File: src/rtl/core/zero_suppressed_bunch_encoder_unit_macros.svh
// assertion macros shared by the bunch encoder rtl
// no dependencies; each user module provides aclk and aresetn
`ifndef ZERO_SUPPRESSED_BUNCH_ENCODER_UNIT_MACROS_SVH
`define ZERO_SUPPRESSED_BUNCH_ENCODER_UNIT_MACROS_SVH

// same-cycle implication, checked out of reset
`define ZSBE_ASSERT_SAME(label, ante, cons) \
    label: assert property (@(posedge aclk) disable iff (!aresetn) (ante) |-> (cons)) \
        else $error("zsbe assertion failed");

// next-cycle implication, checked out of reset
`define ZSBE_ASSERT_NEXT(label, ante, cons) \
    label: assert property (@(posedge aclk) disable iff (!aresetn) (ante) |=> (cons)) \
        else $error("zsbe assertion failed");

`endif

File: src/rtl/core/zsbe_pkg.sv
// shared types, constants and helper functions of the bunch encoder
// no dependencies; imported by every module of the block
`default_nettype none

package zsbe_pkg;

    localparam int INNER_SECTORS = 36;
    localparam logic [6:0] INNER_SEC = 7'(INNER_SECTORS);
    localparam logic [10:0] BUNCH_MAX = 11'd2045;
    localparam logic [11:0] COUNT_MAX = 12'd4095;

    localparam int FIFO_DEPTH = 4;
    localparam int FIFO_AW = $clog2(FIFO_DEPTH);

    localparam int IN_TDATA_W = 48;
    localparam int OUT_TDATA_W = 56;

    typedef enum logic [2:0] {
        KIND_SAMPLE  = 3'd0,
        KIND_END     = 3'd1,
        KIND_LEN     = 3'd2,
        KIND_TRAILER = 3'd3,
        KIND_OPEN    = 3'd4,
        KIND_CLOSE   = 3'd5
    } kind_t;

    // result slots of one command, lowest bit goes out first
    localparam int MB_END    = 0;
    localparam int MB_LEN    = 1;
    localparam int MB_TRL    = 2;
    localparam int MB_CLOSE  = 3;
    localparam int MB_OPEN   = 4;
    localparam int MB_SAMPLE = 5;
    localparam int MB_N      = 6;

    typedef struct packed {
        logic [9:0]  time_bin;
        logic [9:0]  adc_value;
        logic [7:0]  pad;
        logic [7:0]  row;
        logic [1:0]  subsector;
        logic [6:0]  sector;
        logic        op;
    } in_item_t;

    typedef struct packed {
        logic [MB_N-1:0] mask;
        logic [9:0]      end_time;
        logic [10:0]     len_word;
        logic [11:0]     trl_words;
        logic [7:0]      trl_pad;
        logic [7:0]      trl_row;
        logic [6:0]      trl_sector;
        logic [7:0]      close_link;
        logic [7:0]      open_link;
        logic [9:0]      adc_value;
    } cmd_t;

    function automatic logic [7:0] link_of(input logic [6:0] sec, input logic [1:0] sub);
        logic [9:0] n;
        if (sec < INNER_SEC) begin
            n = {2'b00, sec, 1'b0} + {8'b0, sub};
        end else begin
            n = 10'(2 * INNER_SECTORS) + {1'b0, 7'(sec - INNER_SEC), 2'b00} + {8'b0, sub};
        end
        return n[7:0];
    endfunction

    function automatic logic [11:0] count_add(input logic [11:0] c, input logic [1:0] k);
        logic [12:0] s;
        s = {1'b0, c} + {11'b0, k};
        return s[12] ? COUNT_MAX : s[11:0];
    endfunction

endpackage

`default_nettype wire

File: src/rtl/core/zsbe_front.sv
// front end: tracks channel, bunch and link state per accepted item
// and turns each item into at most one command for the back end; uses zsbe_pkg
`default_nettype none

module zsbe_front (
    input  wire logic              aclk,
    input  wire logic              aresetn,
    input  wire logic              item_valid,
    input  wire zsbe_pkg::in_item_t item,
    output logic                   item_ready,
    input  wire logic              fifo_full,
    output logic                   push,
    output zsbe_pkg::cmd_t         cmd
);
    import zsbe_pkg::*;

    logic        started_reg, started_next;
    logic [6:0]  prev_sector_reg, prev_sector_next;
    logic [1:0]  prev_subsector_reg, prev_subsector_next;
    logic [7:0]  prev_row_reg, prev_row_next;
    logic [7:0]  prev_pad_reg, prev_pad_next;
    logic [9:0]  prev_time_reg, prev_time_next;
    logic [10:0] bunch_length_reg, bunch_length_next;
    logic [11:0] pad_word_count_reg, pad_word_count_next;
    logic [7:0]  current_link_reg, current_link_next;

    logic accept;
    logic same_chan;
    logic cont;
    logic [7:0] new_link;

    assign item_ready = !fifo_full;
    assign accept = item_valid && item_ready;
    assign new_link = link_of(item.sector, item.subsector);
    assign same_chan = (item.pad == prev_pad_reg) && (item.row == prev_row_reg)
                    && (item.sector == prev_sector_reg);
    // 11-bit compare so that time bin 1023 never continues
    assign cont = same_chan && ({1'b0, item.time_bin} == ({1'b0, prev_time_reg} + 11'd1));

    always_comb begin
        started_next        = started_reg;
        prev_sector_next    = prev_sector_reg;
        prev_subsector_next = prev_subsector_reg;
        prev_row_next       = prev_row_reg;
        prev_pad_next       = prev_pad_reg;
        prev_time_next      = prev_time_reg;
        bunch_length_next   = bunch_length_reg;
        pad_word_count_next = pad_word_count_reg;
        current_link_next   = current_link_reg;

        cmd            = '0;
        cmd.end_time   = prev_time_reg;
        cmd.len_word   = bunch_length_reg + 11'd2;
        cmd.trl_words  = count_add(pad_word_count_reg, 2'd2);
        cmd.trl_pad    = prev_pad_reg;
        cmd.trl_row    = prev_row_reg;
        cmd.trl_sector = prev_sector_reg;
        cmd.close_link = current_link_reg;
        cmd.open_link  = new_link;
        cmd.adc_value  = item.adc_value;

        if (item.op) begin
            if (started_reg) begin
                cmd.mask[MB_END]   = 1'b1;
                cmd.mask[MB_LEN]   = 1'b1;
                cmd.mask[MB_TRL]   = 1'b1;
                cmd.mask[MB_CLOSE] = 1'b1;
                started_next        = 1'b0;
                prev_sector_next    = '0;
                prev_subsector_next = '0;
                prev_row_next       = '0;
                prev_pad_next       = '0;
                prev_time_next      = '0;
                bunch_length_next   = '0;
                pad_word_count_next = '0;
                current_link_next   = '0;
            end
        end else begin
            cmd.mask[MB_SAMPLE] = 1'b1;
            prev_time_next      = item.time_bin;
            if (!started_reg) begin
                cmd.mask[MB_OPEN]   = 1'b1;
                started_next        = 1'b1;
                prev_sector_next    = item.sector;
                prev_subsector_next = item.subsector;
                prev_row_next       = item.row;
                prev_pad_next       = item.pad;
                current_link_next   = new_link;
                bunch_length_next   = 11'd1;
                pad_word_count_next = 12'd1;
            end else if (cont) begin
                if (bunch_length_reg < BUNCH_MAX) begin
                    bunch_length_next = bunch_length_reg + 11'd1;
                end
                pad_word_count_next = count_add(pad_word_count_reg, 2'd1);
            end else begin
                cmd.mask[MB_END] = 1'b1;
                cmd.mask[MB_LEN] = 1'b1;
                bunch_length_next = 11'd1;
                prev_pad_next     = item.pad;
                prev_row_next     = item.row;
                prev_sector_next  = item.sector;
                if (same_chan) begin
                    pad_word_count_next = count_add(pad_word_count_reg, 2'd3);
                end else begin
                    cmd.mask[MB_TRL]    = 1'b1;
                    pad_word_count_next = 12'd1;
                    if (item.subsector != prev_subsector_reg) begin
                        cmd.mask[MB_CLOSE]  = 1'b1;
                        cmd.mask[MB_OPEN]   = 1'b1;
                        current_link_next   = new_link;
                        prev_subsector_next = item.subsector;
                    end
                end
            end
        end
    end

    // a flush while idle has nothing to say
    assign push = accept && (cmd.mask != '0);

    always_ff @(posedge aclk) begin
        if (!aresetn) begin
            started_reg        <= 1'b0;
            prev_sector_reg    <= '0;
            prev_subsector_reg <= '0;
            prev_row_reg       <= '0;
            prev_pad_reg       <= '0;
            prev_time_reg      <= '0;
            bunch_length_reg   <= '0;
            pad_word_count_reg <= '0;
            current_link_reg   <= '0;
        end else if (accept) begin
            started_reg        <= started_next;
            prev_sector_reg    <= prev_sector_next;
            prev_subsector_reg <= prev_subsector_next;
            prev_row_reg       <= prev_row_next;
            prev_pad_reg       <= prev_pad_next;
            prev_time_reg      <= prev_time_next;
            bunch_length_reg   <= bunch_length_next;
            pad_word_count_reg <= pad_word_count_next;
            current_link_reg   <= current_link_next;
        end
    end

endmodule

`default_nettype wire

File: src/rtl/core/zsbe_fifo.sv
// command queue between front and back end, register based
// depth and entry type come from zsbe_pkg
`default_nettype none

module zsbe_fifo (
    input  wire logic           aclk,
    input  wire logic           aresetn,
    input  wire logic           push,
    input  wire zsbe_pkg::cmd_t push_cmd,
    input  wire logic           pop,
    output zsbe_pkg::cmd_t      head,
    output logic                head_valid,
    output logic                full
);
    import zsbe_pkg::*;

    cmd_t entry_reg [FIFO_DEPTH];
    logic [FIFO_AW-1:0] wr_ptr_reg, rd_ptr_reg;
    logic [FIFO_AW:0]   count_reg, count_next;

    assign head       = entry_reg[rd_ptr_reg];
    assign head_valid = (count_reg != '0);
    assign full       = (count_reg == (FIFO_AW+1)'(FIFO_DEPTH));

    always_comb begin
        count_next = count_reg;
        if (push && !pop) begin
            count_next = count_reg + (FIFO_AW+1)'(1);
        end else if (pop && !push) begin
            count_next = count_reg - (FIFO_AW+1)'(1);
        end
    end

    always_ff @(posedge aclk) begin
        if (!aresetn) begin
            wr_ptr_reg <= '0;
            rd_ptr_reg <= '0;
            count_reg  <= '0;
        end else begin
            if (push) begin
                wr_ptr_reg <= wr_ptr_reg + FIFO_AW'(1);
            end
            if (pop) begin
                rd_ptr_reg <= rd_ptr_reg + FIFO_AW'(1);
            end
            count_reg <= count_next;
        end
    end

    always_ff @(posedge aclk) begin
        if (push) begin
            entry_reg[wr_ptr_reg] <= push_cmd;
        end
    end

endmodule

`default_nettype wire

File: src/rtl/core/zsbe_back.sv
// back end: expands queued commands into result words through a registered
// output stage, one per cycle unless stalled; uses zsbe_pkg and assertion macros
`default_nettype none
`include "zero_suppressed_bunch_encoder_unit_macros.svh"

module zsbe_back (
    input  wire logic                      aclk,
    input  wire logic                      aresetn,
    input  wire zsbe_pkg::cmd_t            head,
    input  wire logic                      head_valid,
    output logic                           pop,
    output logic                           m_tvalid,
    input  wire logic                      m_tready,
    output logic [zsbe_pkg::OUT_TDATA_W-1:0] m_tdata,
    output logic [2:0]                     m_tuser,
    output logic                           m_tlast
);
    import zsbe_pkg::*;

    logic [MB_N-1:0] done_reg, done_next;
    logic [MB_N-1:0] remaining;
    logic [MB_N-1:0] sel;
    logic            load;
    logic            final_one;

    logic        m_valid_reg;
    kind_t       m_kind_reg, m_kind_next;
    logic [10:0] m_word_reg, m_word_next;
    logic [7:0]  m_link_reg, m_link_next;
    logic [11:0] m_tw_reg, m_tw_next;
    logic [7:0]  m_tp_reg, m_tp_next;
    logic [7:0]  m_tr_reg, m_tr_next;
    logic [6:0]  m_ts_reg, m_ts_next;
    logic        m_last_reg;

    assign remaining = head.mask & ~done_reg;
    assign load      = head_valid && (!m_valid_reg || m_tready);
    assign final_one = ((remaining & ~sel) == '0);
    assign pop       = load && final_one;

    always_comb begin
        sel = '0;
        priority if (remaining[MB_END])    sel[MB_END]    = 1'b1;
        else if     (remaining[MB_LEN])    sel[MB_LEN]    = 1'b1;
        else if     (remaining[MB_TRL])    sel[MB_TRL]    = 1'b1;
        else if     (remaining[MB_CLOSE])  sel[MB_CLOSE]  = 1'b1;
        else if     (remaining[MB_OPEN])   sel[MB_OPEN]   = 1'b1;
        else                               sel[MB_SAMPLE] = 1'b1;
    end

    always_comb begin
        m_kind_next = KIND_SAMPLE;
        m_word_next = '0;
        m_link_next = '0;
        m_tw_next   = '0;
        m_tp_next   = '0;
        m_tr_next   = '0;
        m_ts_next   = '0;
        unique case (1'b1)
            sel[MB_END]: begin
                m_kind_next = KIND_END;
                m_word_next = {1'b0, head.end_time};
            end
            sel[MB_LEN]: begin
                m_kind_next = KIND_LEN;
                m_word_next = head.len_word;
            end
            sel[MB_TRL]: begin
                m_kind_next = KIND_TRAILER;
                m_tw_next   = head.trl_words;
                m_tp_next   = head.trl_pad;
                m_tr_next   = head.trl_row;
                m_ts_next   = head.trl_sector;
            end
            sel[MB_CLOSE]: begin
                m_kind_next = KIND_CLOSE;
                m_link_next = head.close_link;
            end
            sel[MB_OPEN]: begin
                m_kind_next = KIND_OPEN;
                m_link_next = head.open_link;
            end
            default: begin
                m_kind_next = KIND_SAMPLE;
                m_word_next = {1'b0, head.adc_value};
            end
        endcase
    end

    always_comb begin
        done_next = done_reg;
        if (load) begin
            done_next = final_one ? '0 : (done_reg | sel);
        end
    end

    always_ff @(posedge aclk) begin
        if (!aresetn) begin
            done_reg    <= '0;
            m_valid_reg <= 1'b0;
        end else begin
            done_reg <= done_next;
            if (load) begin
                m_valid_reg <= 1'b1;
            end else if (m_tready) begin
                m_valid_reg <= 1'b0;
            end
        end
    end

    always_ff @(posedge aclk) begin
        if (load) begin
            m_kind_reg <= m_kind_next;
            m_word_reg <= m_word_next;
            m_link_reg <= m_link_next;
            m_tw_reg   <= m_tw_next;
            m_tp_reg   <= m_tp_next;
            m_tr_reg   <= m_tr_next;
            m_ts_reg   <= m_ts_next;
            m_last_reg <= final_one;
        end
    end

    assign m_tvalid = m_valid_reg;
    assign m_tuser  = m_kind_reg;
    assign m_tlast  = m_last_reg;
    assign m_tdata  = {2'b00, m_ts_reg, m_tr_reg, m_tp_reg, m_tw_reg, m_link_reg, m_word_reg};

    `ZSBE_ASSERT_SAME(a_pop_needs_head, pop, head_valid)
    `ZSBE_ASSERT_SAME(a_single_slot_pops, load && $onehot(remaining), pop)
    `ZSBE_ASSERT_SAME(a_sample_is_last, m_valid_reg && (m_kind_reg == KIND_SAMPLE), m_last_reg)
    `ZSBE_ASSERT_SAME(a_open_not_last, m_valid_reg && (m_kind_reg == KIND_OPEN), !m_last_reg)

endmodule

`default_nettype wire

File: src/rtl/core/zero_suppressed_bunch_encoder_unit.sv
// path: an input transfer's results reach m_ through the command queue and the output register
// throughput: one input transfer and one result transfer per cycle, save when the queue is full
// or m_tready stalls; an item's k results hold the back end; a four-entry queue absorbs bursts
// reset: synchronous active-low aresetn clears channel state, queue and output stage
// depends on zsbe_pkg, zsbe_front, zsbe_fifo and zsbe_back
`default_nettype none

module zero_suppressed_bunch_encoder_unit (
    input  wire logic                                aclk,
    input  wire logic                                aresetn,
    input  wire logic                                s_tvalid,
    output logic                                     s_tready,
    // sector, subsector, row, pad, time_bin, adc_value, zero fill
    input  wire logic [zsbe_pkg::IN_TDATA_W-1:0]     s_tdata,
    // op
    input  wire logic [0:0]                          s_tuser,
    output logic                                     m_tvalid,
    input  wire logic                                m_tready,
    // word, link_number, trailer_words, trailer_pad, trailer_row, trailer_sector, zero fill
    output logic [zsbe_pkg::OUT_TDATA_W-1:0]         m_tdata,
    // kind
    output logic [2:0]                               m_tuser,
    output logic                                     m_tlast
);
    import zsbe_pkg::*;

    in_item_t item;
    cmd_t     push_cmd;
    cmd_t     head;
    logic     push;
    logic     pop;
    logic     head_valid;
    logic     fifo_full;

    assign item.op        = s_tuser[0];
    assign item.sector    = s_tdata[6:0];
    assign item.subsector = s_tdata[8:7];
    assign item.row       = s_tdata[16:9];
    assign item.pad       = s_tdata[24:17];
    assign item.time_bin  = s_tdata[34:25];
    assign item.adc_value = s_tdata[44:35];

    zsbe_front u_front (
        .aclk       (aclk),
        .aresetn    (aresetn),
        .item_valid (s_tvalid),
        .item       (item),
        .item_ready (s_tready),
        .fifo_full  (fifo_full),
        .push       (push),
        .cmd        (push_cmd)
    );

    zsbe_fifo u_fifo (
        .aclk       (aclk),
        .aresetn    (aresetn),
        .push       (push),
        .push_cmd   (push_cmd),
        .pop        (pop),
        .head       (head),
        .head_valid (head_valid),
        .full       (fifo_full)
    );

    zsbe_back u_back (
        .aclk       (aclk),
        .aresetn    (aresetn),
        .head       (head),
        .head_valid (head_valid),
        .pop        (pop),
        .m_tvalid   (m_tvalid),
        .m_tready   (m_tready),
        .m_tdata    (m_tdata),
        .m_tuser    (m_tuser),
        .m_tlast    (m_tlast)
    );

endmodule

`default_nettype wire

File: config.mk
export PLATFORM = sky130hd
export DESIGN_NAME = zero_suppressed_bunch_encoder_unit
export DESIGN_NICKNAME = d
export VERILOG_FILES = /design/src/rtl/core/zsbe_pkg.sv /design/src/rtl/core/zsbe_front.sv /design/src/rtl/core/zsbe_fifo.sv /design/src/rtl/core/zsbe_back.sv /design/src/rtl/core/zero_suppressed_bunch_encoder_unit.sv
export VERILOG_INCLUDE_DIRS = /design/src /design/src/rtl/core
export SDC_FILE = /design/constraint.sdc
export NUM_CORES = 1
export LEC_CHECK = 0
export BUFFER_PORTS_ARGS = -buffer_cell sky130_fd_sc_hd__clkbuf_2
export CAP_MARGIN = 15
export CORE_AREA = 4 4 228 230
export CTS_CLUSTER_DIAMETER = 150
export CTS_CLUSTER_SIZE = 8
export DETAILED_ROUTE_END_ITERATION = 8
export DIE_AREA = 0 0 232 234
export GPL_TIMING_DRIVEN = 0
export HOLD_SLACK_MARGIN = 0.1
export SLEW_MARGIN = 20
export SYNTH_ARGS = -nofsm -noshare
export SYNTH_HDL_FRONTEND = slang
export SYNTH_HIERARCHICAL = 1
export SYNTH_SLANG_ARGS = --single-unit
File: constraint.sdc
create_clock -name aclk -period 8.7 [get_ports aclk]
set_input_delay 1.74 -clock aclk [delete_from_list [all_inputs] [get_ports aclk]]
set_output_delay 1.74 -clock aclk [all_outputs]
set_load 0.02 [all_outputs]
* Yosys cells after proc, flatten, opt, wreduce, memory -nomap -nowiden
Memories as Yosys holds them, arrays and structs flattened. A register that Yosys moved wholly into a read port is not among the register bits.
Index checks and enable logic that the tools add are counted.
** Operators by class
- Eq/ne operators :: 11
- Add/sub/neg operators :: 14
- Reduce and logical (&&, ||, !) cells :: 24
- Magnitude comparators :: 2
- Multiplexer cells :: 69
- Bitwise operators :: 5
** Operators by type and width (number)
- $mux W8 :: 13
- $mux W12 :: 8
- $mux W11 :: 5
- $pmux W11 S3 :: 1
- $mux W7 :: 4
- $add A12 B2 Y13 const B :: 2
- $mux W2 :: 11
- $mux W10 :: 2
- $add A8 B2 Y8 :: 2
- $eq A8 B8 Y1 :: 2
- $mux W4 :: 4
- $pmux W8 S2 :: 1
- $pmux W3 S5 :: 1
- $add A12 B1 Y13 const B :: 1
- $and A6 B6 Y6 :: 2
- $mux W1 :: 12
- $mux W3 :: 4
- $not A6 Y6 :: 2
- $add A10 B1 Y11 const B :: 1
- $add A11 B1 Y11 const B :: 1
- $add A11 B2 Y11 const B :: 1
- $eq A10 B11 Y1 :: 1
- $lt A11 B11 Y1 const B :: 1
- $mux W5 :: 2
- other kinds (25) :: 41
** Storage, ports and cells
- Memories kept :: 1
- RAM bits :: 352
- Word-level logic and storage cells :: 148
- Bits in registers :: 139
- Output and inout bits :: 62
- Input port bits :: 53
** Memory list
- u_fifo.entry_reg :: depth 4, width 88, rd ports 1, clocked after memory_dff 1, write ports 1, line zsbe_fifo.sv:17 : cmd_t entry_reg [FIFO_DEPTH];

* Longest topological paths before layout
- Depth after elaboration :: 14
- Depth in mapped cells :: 15
- Depth with buffers taken out :: 12

* By module
The synthesis kept the hierarchy.
** By module, submodules not included
- zsbe_fifo :: cells each 503, seq. area each 10750.3 sq um, area an instance 13137.6 sq um, instances 1
- zsbe_front :: cells each 613, seq. area each 1321.3 sq um, area an instance 4697.0 sq um, instances 1
- zsbe_back :: cells each 197, seq. area each 1881.8 sq um, area an instance 2885.3 sq um, instances 1

* Worst setup path before layout
OpenSTA, ideal clock, no wires.
- Path type :: input -> register
- From :: input port s_tuser
- To :: memory u_fifo/entry_reg[0][0] (netlist name), enable pin
- Setup slack :: 3.908 ns
- Setup time :: 0.456 ns
- Stages on the path :: 4
- Arrival time :: 4.336 ns
- Path through :: inv_2 -> o211ai_1 -> inv_2 -> and2_1
** Between the ends
- Word-level cells in the longest chain between the ends :: 5
- Elaborated cells between the ends (all ways) :: 6
- Those cells by class :: mux: 4; reduce/logical: 2
** Ends and longest elaborated chain
- start, declared :: line zero_suppressed_bunch_encoder_unit.sv:16 : input wire logic [0:0] s_tuser,
- $mux W4 or $mux W2 (tied branches) :: line zsbe_front.sv:62 : if (item.op) begin
- $reduce_bool A6 Y1 (*) :: line zsbe_front.sv:120 : assign push = accept && (cmd.mask != '0);
- $logic_and A1 B1 Y1 (*) :: line zsbe_front.sv:120
- via push :: line zero_suppressed_bunch_encoder_unit.sv:30 : logic push;
- $mux W1 (*) :: line zsbe_fifo.sv:51 : if (push) begin
- $mux W1 (not written as such) (*) :: line zsbe_fifo.sv:52 : entry_reg[wr_ptr_reg] <= push_cmd;
- end, declared :: line zsbe_fifo.sv:17
The timed path passes the listed nets; every way through them passes the cells marked *.

* Worst setup path in the final report
- From :: input port s_tdata[4] (netlist name)
- To :: register u_front.pad_word_count_reg[6]
** Between the ends
- Word-level cells in the longest chain between the ends :: 6
- Elaborated cells between the ends (all ways) :: 7
- Those cells by class :: eq/ne: 1; mux: 4; reduce/logical: 2
** Ends and longest elaborated chain
- start, declared :: line zero_suppressed_bunch_encoder_unit.sv:14 : input wire logic [zsbe_pkg::IN_TDATA_W-1:0] s_tdata,
- $eq A7 B7 Y1 (*) :: line zsbe_front.sv:36 : && (item.sector == prev_sector_reg);
- $logic_and A1 B1 Y1 (*) :: line zsbe_front.sv:36
- $mux W12 or $logic_and A1 B1 Y1 (tied branches) :: line zsbe_front.sv:103, zsbe_front.sv:38
- $mux W12 (*) :: line zsbe_front.sv:91 : end else if (cont) begin
- $mux W12 (*) :: line zsbe_front.sv:81 : if (!started_reg) begin
- $mux W12 (*) :: line zsbe_front.sv:62
- end signal, assigned :: line zsbe_front.sv:141 : pad_word_count_reg <= pad_word_count_next;
- end, declared :: line zsbe_front.sv:24 : logic [11:0] pad_word_count_reg, pad_word_count_next;
Every way passes the cells marked *; elsewhere a longest branch is shown, timed or not.
A chain may end at the register's enable or synchronous reset.

==> results.cfg <==
[outcome]
outcome = finished, final reports clean

[placement]
routabilityCongestion = 0.8871
placed_cell_area_um2 = 22290
place_hpwl_um = 31640
port_buffers = 98
dp.cells = 2093

[detailed_routing]
drc = 0
viasPerCell = 5.371
antenna_left = 0
vias = 11875
wl_per_cell_um = 21.72
first_pass_iters = 5
drt_iter0_drc = 890
wl_um = 48030

[sta]
slew_violations = 0
fin_crit_sh_pct = 52.94
max_freq_mhz = 217.1
setup_violations = 0
relSlewSlack_pct = 28.78
period_needed_ns = 4.606
tightestPinTransition_ns = 1.054
hold_viol_final = 0
skew_ns = 0.02955
fin_tns_setup_ns = 0
whs_ns = 0.4994
rsz0062_at_grt = no

[floorplanning]
dieArea_um2 = 54290
fp.dieH_um = 234
start_util_pct = 41.55
ios = 115
die_width_um = 232
std_cell_rows = 82
coreArea_um2 = 49860

[pwr]
vdd_drop_max_v = 0.0001579
powerDensity_nw_per_um2 = 297.5
leakagePower_nw = 8.268

[global_route]
grt_pass1_vias = 12312
grt.overflow.total = 0
grt_max_degree = 44
grt_pass1_wl_um = 73910
grt_usage_pct = 17.94
antenna_found_initial = 3

[clocking]
numCtsBuffers = 71
clockBufferDepth = 3
post_cts_buffers = 0
htreeDepth = 3
clkLatencyLatePin_ns = 0.59
cts_resized = 0
clock-sinks = 492
hold_buffers = 0
cts_tree = done
cts_root_buf = clkbuf_16
cts.clk_slew.worst_paths_ns = 0.05

[synthesis]
syn_avg_cell_area_um2 = 15.78
synthCells = 1313
ys_seq_elements = 492
synth_warnings = 6
synth_xor_area_share_pct = 2.536
synth_compound_area_share_pct = 6.878
synth_top_family_by_area = multiplexers
synth.distinct_cells = 86
synthAdderAreaFrac_pct = 1.353
syn_area_um2 = 20720
synth-edff-count = 410
ys_seq_area_share_pct = 67.34
synth_mux_area_share_pct = 9.964
yosys.area_share.simple_pct = 9.118
ys_async_sr_fraction_pct = 0
synth_flop_cell = edfxtp_1

[layout]
final_cell_mix = 410 x edfxtp_1, 99 x clkbuf_2, 88 x mux4_2
stdcell_area_um2 = 24320
final_common_cell = edfxtp_1
area_growth_pct = 17.37
n_fill_cell = 4294
stdcell_count = 2211
drive_gt1_share_pct = 24.22
fin_util_pct = 48.77
largest_reg_flops = 352
fin_nets = 1568

[setup_path]
critical_path_class = primary input to flip-flop
ff2ff_setup_slack_ns = 4.75
crit_required_ns = 9.22
crit_path_end_kind = flip-flop
cp.arrival_ns = 5.13
crit_fanout = 10
cp-start-kind = primary input

[job]
drv_cap = 0

[hold_path]
hold_path.class = flip-flop to flip-flop
==> worst max-delay path, stage by stage <==
cell and delay (ns):
clkbuf_1 0.37, xnor2_1 0.18, nand4_1 0.11, nor4_1 0.72, nand2_1 0.20, clkbuf_1 0.27, nor3_1 0.62, clkbuf_1 0.41
a21oi_1 0.11, o21ai_0 0.19, o221a_2 0.21
==> synth_stat cells, types with 4 or more instances <==
| cell | count | area (um2) |
|---|---|---|
| buf_6 | 5 | 56.30 |
| dfxtp_1 | 82 | 1642 |
| buf_4 | 18 | 135.1 |
| a21o_1 | 10 | 75.07 |
| a221oi_2 | 10 | 150.1 |
| mux2i_1 | 6 | 60.06 |
| o31ai_1 | 4 | 30.03 |
| clkbuf_1 | 33 | 123.9 |
| nand4_1 | 15 | 93.84 |
| a31oi_1 | 15 | 93.84 |
| ha_1 | 20 | 250.2 |
| a22o_1 | 10 | 87.58 |
| nor2b_1 | 13 | 81.33 |
| nor2_1 | 75 | 281.5 |
| inv_1 | 22 | 82.58 |
| buf_1 | 6 | 22.52 |
| and2_1 | 49 | 306.5 |
| and3_1 | 12 | 75.07 |
| xnor2_1 | 42 | 367.9 |
| nand3_1 | 42 | 210.2 |
| o21ai_0 | 21 | 105.1 |
| a21oi_1 | 49 | 245.2 |
| or2_2 | 4 | 25.02 |
| nand2b_1 | 28 | 175.2 |
| mux4_2 | 88 | 1982 |
| a21boi_0 | 11 | 82.58 |
| edfxtp_1 | 410 | 12310 |
| nor3_1 | 14 | 70.07 |
| a22oi_1 | 18 | 135.1 |
| buf_2 | 18 | 90.09 |
| o221a_2 | 6 | 67.56 |
| nand2_1 | 52 | 195.2 |
| xor2_1 | 18 | 157.7 |
| nor3b_1 | 4 | 30.03 |
| or3_1 | 7 | 43.79 |
==> per-stage QoR <==
stage / total power [mW] / setup WS [ns]
3_5_place_dp: 4.794 / 3.599
4_1_cts: 7.343 / 4.195
5_1_grt: 7.568 / 3.794
6_report: 7.234 / 4.094
3_3_place_gp: 4.769 / 1.603
2_1_floorplan: 4.220 / 3.908
==> logic make-up after synthesis <==
logic type,Yosys count
xor+xnor,60
flops,492
compound gates,191
simple gates,343
buf+inv,108
mux,96
other cells,1
fa+ha+maj,22
==> where the power goes <==
| part | leakage (nW) | internal (mW) | total, mW | switching (mW) |
|---|---|---|---|---|
| Sequential | 4.49 | 2.94 | 3.05 | 0.109 |
| Combinational | 2.80 | 0.642 | 1.67 | 1.03 |
| Clock | 0.974 | 1.55 | 2.52 | 0.962 |
| Total | 8.27 | 5.13 | 7.23 | 2.10 |
==> final timing paths <==
check	depth (start not counted)	start	endpoint
hold / removal	2	u_front/current_link_reg[7]	u_front/current_link_reg[7]
setup reg to reg	14	flip-flop	u_fifo/count_reg[2]
setup / recovery	11	s_tdata[4]	u_front/pad_word_count_reg[6]
hold reg to reg	2	u_front/current_link_reg[7]	u_front/current_link_reg[7]
==> per-layer routing <==
layer  vias up  global-route usage [%]  wire length (um)
met1      6017                   23.87             20510
met3        74                   3.086              2526
li1       5439                       -                 -
met4         0                   6.538              1115
met5         -                       0                 0
met2       345                   29.93             23870
==> layout make-up <==
type                    count  area (um2)  share of cell area, %
multi-input cells         714        6202                  25.50
clock inverters             4       35.03                 0.1441
inverters                  24       92.59                 0.3807
plain buffers              84       488.0                  2.007
well taps                 672       840.8                  3.458
diodes                      3       7.507                0.03087
clock buffers             111        1991                  8.186
repair buffers            107       708.2                  2.912
flip-flops and latches    492       13950                  57.38
Power figures use the tool's default switching activity.
